`config.mk`:
```
export PLATFORM = sky130hd
export DESIGN_NAME = stad_front
export DESIGN_NICKNAME = d
export VERILOG_FILES = /design/src/sv/set_assoc_tag_directory_plru_macros.svh /design/src/sv/stad_pkg.sv /design/src/sv/stad_front.sv
export SDC_FILE = /design/constraint.sdc
export NUM_CORES = 1
export LEC_CHECK = 0
export BUFFER_PORTS_ARGS = -buffer_cell sky130_fd_sc_hd__buf_2
export CAP_MARGIN = 20
export CORE_MARGIN = 8
export CORE_UTILIZATION = 45
export DETAILED_ROUTE_END_ITERATION = 7
export PLACE_DENSITY = 0.68
export SYNTH_ARGS = -nofsm -noshare
export SYNTH_HDL_FRONTEND = slang
export SYNTH_SLANG_ARGS = --single-unit
```
`constraint.sdc`:
```
create_clock -name clk -period 2.1 [get_ports clk]
set_clock_uncertainty 0.15 [all_clocks]
set_input_delay 0.105 -clock clk [delete_from_list [all_inputs] [get_ports clk]]
set_output_delay 0.105 -clock clk [all_outputs]
set_load 0.03 [all_outputs]
```
`src/sv/set_assoc_tag_directory_plru_macros.svh`:
```
// Assertion macros used by the tag directory back end.
// No dependencies; clock clk and reset rst must exist where used.
`ifndef SET_ASSOC_TAG_DIRECTORY_PLRU_MACROS_SVH
`define SET_ASSOC_TAG_DIRECTORY_PLRU_MACROS_SVH

// same-cycle implication
`define STAD_ASSERT_NOW(lbl, ante, cons, msg) \
  lbl: assert property (@(posedge clk) disable iff (rst) (ante) |-> (cons)) else $error(msg);

// next-cycle implication
`define STAD_ASSERT_NEXT(lbl, ante, cons, msg) \
  lbl: assert property (@(posedge clk) disable iff (rst) (ante) |=> (cons)) else $error(msg);

`endif

```
`src/sv/stad_pkg.sv`:
```
// Shared types and constants of the tag directory.
// No dependencies.
`default_nettype none
package stad_pkg;
  localparam int SETS  = 128;
  localparam int SET_W = $clog2(SETS);
  localparam int WAYS  = 8;
  localparam int TAG_W = 32 - SET_W;

  localparam logic [2:0] REG_WAY_MODE = 3'd0;
  localparam logic [2:0] REG_OFFSET   = 3'd4;

  typedef struct packed {
    logic             wr;
    logic             eight;
    logic [2:0]       off;
    logic [SET_W-1:0] set;
    logic [TAG_W-1:0] tag;
  } req_t;

  typedef struct packed {
    logic [WAYS-1:0][TAG_W-1:0] tags;
    logic [WAYS-1:0]            valid;
    logic [WAYS-1:0]            dirty;
    logic [6:0]                 plru;
  } row_t;

  typedef struct packed {
    logic valid;
    logic pop;
  } qctl_t;
endpackage
`default_nettype wire

```
`src/sv/stad_front.sv`:
```
// Front end: accepts requests, splits the address, holds them in a two-entry queue.
// Depends on stad_pkg.
`default_nettype none
module stad_front (
  input  wire logic         clk,
  input  wire logic         rst,
  input  wire logic         s_tvalid,
  output logic              s_tready,
  input  wire logic [39:0]  s_tdata,   // [0] operation, [32:1] address
  input  wire logic         way_mode,
  input  wire logic [2:0]   line_offset_bits,
  output stad_pkg::req_t    head,
  input  wire logic         pop,
  output logic              head_valid
);
  import stad_pkg::*;

  req_t       q [2];
  logic       wptr, rptr;
  logic [1:0] count;
  req_t       dec;
  logic [31:0] addr, tshift, sshift;
  logic       push;

  always_comb begin
    addr       = s_tdata[32:1];
    tshift     = addr >> ({1'b0, line_offset_bits} + 4'(SET_W));
    sshift     = addr >> line_offset_bits;
    dec.wr     = s_tdata[0];
    dec.eight  = way_mode;
    dec.off    = line_offset_bits;
    dec.set    = sshift[SET_W-1:0];
    dec.tag    = tshift[TAG_W-1:0];
  end

  assign s_tready   = (count != 2'd2);
  assign push       = s_tvalid && s_tready;
  assign head_valid = (count != 2'd0);
  assign head       = q[rptr];

  always_ff @(posedge clk) begin
    if (push) q[wptr] <= dec;
    if (rst) begin
      wptr  <= 1'b0;
      rptr  <= 1'b0;
      count <= 2'd0;
    end else begin
      if (push) wptr <= ~wptr;
      if (pop && head_valid) rptr <= ~rptr;
      count <= count + 2'(push) - 2'(pop && head_valid);
    end
  end
endmodule
`default_nettype wire

```
==> results of run 1 <==
==> per-layer routing <==
| layer | wire length [um] | track usage | vias up | share of wire |
|---|---|---|---|---|
| li1 | - | - | 1142 | - |
| met1 | 3610 | 0.166 | 1206 | 0.43 |
| met2 | 4150 | 0.220 | 66 | 0.50 |
| met3 | 500 | 0.0449 | 9 | 0.060 |
| met4 | 119 | 0.0486 | 0 | 0.014 |
| met5 | 0 | 0 | - | 0 |
==> synth_stat cells, drive strengths merged, types with 2 or more instances <==
cell / instances
and3: 2
mux2i: 31
nand2b: 3
clkbuf: 4
buf: 11
dfxtp: 5
inv: 2
nand2: 4
edfxtp: 74
nor3: 3
mux2: 65
a21oi: 2
nor2b: 3
mux4: 13
nor2: 7
o21ai: 3
o22ai: 2
==> final cells by class <==
class,count,area (um2),share of cell area
well taps,108,135,0.0279
clock inverters,6,61.3,0.0127
inverters,2,11.3,0.00233
flip-flops and latches,79,2320,0.480
multi-input cells,148,1600,0.330
repair buffers,95,583,0.121
clock buffers,10,128,0.0264
==> where the power goes <==
group | total, W | internal (W) | switching [W]
registers | 0.00201 | 0.00196 | 0.0000559
logic | 0.00150 | 0.000593 | 0.000904
clock network | 0.00108 | 0.000545 | 0.000538
==> per-stage QoR <==
step / instances / hold slack [ps] / instance area, um2
after floorplan: 244 / 24.1 / 4020
after global placement: 425 / 143 / 4580
after detailed placement: 425 / 151 / 4580
after CTS: 448 / 36.4 / 4840
after global routing: 448 / 60.4 / 4840
final: 448 / 58.0 / 4840
==> state kept, by name, indices dropped and copies added (netlist names), named ones only <==
| name | flops |
|---|---|
| count | 2 |
| q | 74 |
| rptr | 1 |
| wptr | 1 |
==> worst min-delay path by stage <==
stage	from	endpoint	slack, ps	depth (start not counted)
finish	s_tdata[32]	q[1][24]$_DFFE_PP_	60	3
global route	s_tdata[32]	q[1][24]$_DFFE_PP_	60	3
CTS	s_tdata[32]	q[1][24]$_DFFE_PP_	40	3
detailed placement	s_tdata[0]	q[1][36]$_DFFE_PP_	150	1
global placement	way_mode	q[0][35]$_DFFE_PP_	140	1
floorplan	rst	wptr$_SDFFE_PP0P_	20	1
==> critical path, stage by stage <==
cell and delay (ps):
dlygate4sd3_1 520, buf_2 260, buf_12 190, mux2_2 380, mux4_2 500
==> logic make-up after synthesis <==
group | count (synthesis)
xor+xnor | 1
fa+ha+maj | 1
flops | 79
mux | 109
buf+inv | 17
compound gates | 10
simple gates | 27
==> out/qor.yml, run 1 <==
clocking:
  cts_max_path_buffers: 2
  cts_hold_buf: 7
  cts_resized: 0
  insertion_delay_ps: 350
  h-tree-depth: 3
  clkTransAtPathRegs_ps: 70
  clock_sinks: 79
  cts_tree: "done"
  numCtsBuffers: 9
  postCtsSetupBuffers: 0
  clock-root-buffer: "clkbuf_8"
die:
  rows: 34
  initial_core_util: 0.463
  die_area_um2: 12200
  die_x_um: 110
  io_pins: 87
  coreArea_um2: 8680
  die_h_um: 110
route:
  avgViaCountPerCell: 5.41
  vias: 2423
  drt-initial-drc-count: 113
  dr.pass1.iters: 4
  totalWireLength_um: 8380
  drcViolationCount: 0
  wl_per_cell_um: 18.7
  ant_nets: 0
critical_path:
  reg2reg_from: "count[0]$_SDFF_PP0_"
  endpoint: "q[0][29]$_DFFE_PP_"
  rr_endpoint: "q[0][25]$_DFFE_PP_"
  critPathLaunch: "line_offset_bits[0]"
  start_kind: "input pin"
  worstSetupEndpointType: "flop"
  reg2reg_slack_ps: 400
  reg2regPathDepth: 4
  crit_type: "in2reg"
  worstPathArrival_ps: 1950
  crit_fanout: 13
  cp_data_required_time_ps: 2020
placed_design:
  dp_hpwl_um: 6050
  post-place-ws_ps: 247
  portBuffers: 79
  gp_congestion: 0.757
synth:
  yosysTopAreaCellShare: 0.554
  synth_nets: 293
  synthTopCellsByArea: "edfxtp_1 55%, mux2_2 16%, mux2i_1 7.7%, mux4_2 7.3%, mux2_4 3.0%"
  yosys_most_used_dff: "edfxtp_1"
  synthSimpleGateAreaFrac: 0.0352
  synth_area_um2: 4010
  synth_seq_cells: 79
  yosys_warnings: 0
  synthXorXnorAreaFrac: 0.00218
  yosysTopAreaCell: "edfxtp_1"
  synth_compound_area_frac: 0.0165
  syn_avg_cell_area_um2: 16.5
  synth-edff-count: 74
  synth_mux_area_frac: 0.340
  syn_inst: 244
  ys_seq_area_frac: 0.579
  synth_fa_ha_area_frac: 0.00312
  synthDistinctLibCells: 33
  synth_top_family_by_area: "multiplexers"
  synthArstFlopShare: 0
finish:
  nNetsFinal: 384
  final_common_cell: "buf_2"
  area_growth_pct: 20.5
  fillCellCount: 753
  mostFrequentLayoutCells: "79 x buf_2, 74 x edfxtp_1, 56 x mux2_2"
  drive_gt1_frac: 0.547
  post-route-util: 0.557
  diodes: 0
global_routing:
  antenna_found_initial: 0
  grt_pass1_vias: 2549
  globalRouteTotalUtil: 0.136
  grt_pass1_wl_um: 13300
  grt_start_max_net_pins: 38
  grt_overflow: 0
hold_path:
  worstHoldPathType: "in2reg"
status:
  status: "finished clean"
flow_run:
  cap_violations: 0
timing:
  fin_crit_ps: 2030
  finalMaxSlewViolations: 0
  final.setup.tns_ps: 0
  relSlewSlack: 0.699
  rsz0062_at_grt: "no"
  fin_crit_sh: 0.967
  setup-violations-final: 0
  clock.fmax_ghz: 0.493
  finalWorstSetupSlack_ps: 70.0
  tightest_slew_ps: 450
  hold_violations: 0
power:
  p_leak_nw: 1.88
  powerDensity_nw_per_um2: 950
  power.total_w: 0.00459
  irDropWorstVdd_mv: 0.403
No activity file was read; power rests on OpenSTA's default activity.
==> inputs of run 2 (changes only) <==
==> constraint.sdc (replaced) <==
create_clock -name clk -period 2.1 [get_ports clk]
set_clock_uncertainty 0.15 [all_clocks]
set_input_delay 0.42 -clock clk [delete_from_list [all_inputs] [get_ports clk]]
set_output_delay 0.42 -clock clk [all_outputs]
set_load 0.03 [all_outputs]
==> out/qor.yml, run 2 (same netlist as run 1, synthesis figures left out) <==
clocking:
  clock-root-buffer: "clkbuf_8"
  clock_sinks: 79  # unchanged
  h-tree-depth: 3  # unchanged
  cts_hold_buf: 0  # -7
  cts_tree: "done"
  clkTransAtPathRegs_ps: 80  # about the same
  insertion_delay_ps: 340  # about the same
  cts_max_path_buffers: 2  # unchanged
  numCtsBuffers: 9  # unchanged
critical_path:
  start_kind: "flop"
  cp_data_required_time_ps: 1530  # -490 ps
  crit_type: "reg2out"
  worstSetupEndpointType: "output port"
  worstPathArrival_ps: 1450  # -500 ps
  crit_fanout: 19  # +6
die:
  io_pins: 87  # unchanged
  initial_core_util: 0.463  # unchanged
  rows: 34  # unchanged
  coreArea_um2: 8680  # unchanged
  die_x_um: 110  # unchanged
  die_h_um: 110  # unchanged
  die_area_um2: 12200  # unchanged
timing:
  rsz0062_at_grt: "no"
  final.setup.tns_ps: 0  # unchanged
  setup-violations-final: 0  # unchanged
  fin_crit_ps: 2020  # -14.5 ps
  clock.fmax_ghz: 0.496  # +0.72%
  hold_violations: 0  # unchanged
  fin_crit_sh: 0.960  # -0.00691
  finalMaxSlewViolations: 0  # unchanged
  tightest_slew_ps: 412  # -38.8 ps
  relSlewSlack: 0.722  # +0.0226
  hold_ws_ps: 109  # +50.5 ps
global_routing:
  grt.met1_usage: 0.170  # +0.00386
  grt_start_max_net_pins: 22  # -42%
  met2_usage: 0.224  # +0.00358
  globalRouteTotalUtil: 0.137  # +0.000988
  grt-busiest-layer: "met2"
  grt_use_met3: 0.0335  # -0.0114
  grt_overflow: 0  # unchanged
  antenna_found_initial: 0  # unchanged
  grt_pass1_vias: 2598  # +1.9%
  grt_pass1_wl_um: 13600  # +2.1%
finish:
  area_growth_pct: 19.7
  top_regs: "q x74, count x2"
  instances_no_fill: 445  # -0.67%
  post-route-cell-area_um2: 4800  # -0.70%
  largest_reg_flops: 74  # unchanged
  nNetsFinal: 381  # -0.78%
  final_common_cell: "buf_2"
  drive_gt1_frac: 0.561  # +0.0138
  diodes: 0  # unchanged
  post-route-util: 0.553  # -0.00389
  largest_register: "q"
  mostFrequentLayoutCells: "79 x buf_2, 74 x edfxtp_1, 56 x mux2_2"
route:
  dr.pass1.iters: 4  # unchanged
  drt-initial-drc-count: 115  # +1.8%
  avgViaCountPerCell: 5.44  # +0.51%
  vias: 2419  # -0.17%
  drcViolationCount: 0  # unchanged
  ant_nets: 0  # unchanged
  wl_per_cell_um: 18.8  # +0.72%
  totalWireLength_um: 8390  # about the same
power:
  p_sw_frac: 0.326  # about the same
  p_leak_nw: 1.87  # -0.51%
  powerDensity_nw_per_um2: 959  # +1.0%
  p_seq_frac: 0.438  # about the same
  p_int_w: 0.00311  # +0.31%
  irDropWorstVdd_mv: 0.576  # +43%
  p_clk_frac: 0.235  # about the same
  p_comb_frac: 0.327  # about the same
  p_sw_w: 0.00150  # +0.35%
hold_path:
  worstHoldPathType: "in2reg"
placed_design:
  post_dp_cell_area_um2: 4610  # +0.66%
  dp_hpwl_um: 6210  # +2.6%
  placedCellCount: 429  # +0.94%
  portBuffers: 79  # unchanged
  gp_congestion: 0.782  # +3.4%
status:
  status: "finished clean"
flow_run:
  cap_violations: 0  # unchanged
[run 2: changes by cell type in the layout (fill, tap and decap cells not counted), sizes merged]
cell / change
buf: +4
dlygate4sd3: -7
inv: +1
clkinv: -1
[run 2: path summary, 6_finish.rpt]
| kind | to | depth (start not counted) | slack (ps) | from |
|---|---|---|---|---|
| min | q[0][35]$_DFFE_PP_ | 1 | 110 | way_mode |
| max | head[31] | 3 | 80 | flop |
| min reg2reg | rptr$_SDFFE_PP0P_ | 2 | 370 | rptr$_SDFFE_PP0P_ |
| max reg2reg | count[1]$_SDFF_PP0_ | 6 | 380 | count[1]$_SDFF_PP0_ |
[run 2: power by group through the flow]
stage	registers [W]	logic, W	clock network (W)
after floorplan	0.00203	0.00111	0
after global placement	0.00204	0.00151	0
after detailed placement	0.00205	0.00152	0
after CTS	0.00202	0.00153	0.00112
after global routing	0.00204	0.00162	0.00117
final	0.00202	0.00151	0.00108
[run 2: final cells by class]
type	count	area [um2]
Sequential cell	79	2320
Timing Repair Buffer	92	551
Inverter	2	11.3
Clock inverter	6	60.1
Clock buffer	10	128
Fill cell	752	3870
Multi-Input combinational cell	148	1600
Tap cell	108	135
[run 2: per-layer routing]
metal	wire (um)	part of all wire	up-vias
met3	404	0.048	10
met4	138	0.016	0
li1	-	-	1136
met5	0	0	-
met1	3750	0.45	1206
met2	4100	0.49	67
[run 2: critical path: stages, from the launching register on]
cell,delay (ps)
dfxtp_2,380
buf_12,180
mux2_2,360
buf_2,180
[run 2: stage by stage]
stage          total power, W  setup slack, ps
2_1_floorplan         0.00313              134
3_3_place_gp          0.00355             59.6
3_5_place_dp          0.00357             48.6
4_1_cts               0.00467             37.4
5_1_grt               0.00482             12.0
6_report              0.00461             84.5
[run 2: what timing repair did]
item,CTS,global route
gates resized for setup,1,1
setup buffers,0,0
endpoints found under the setup margin,18,4
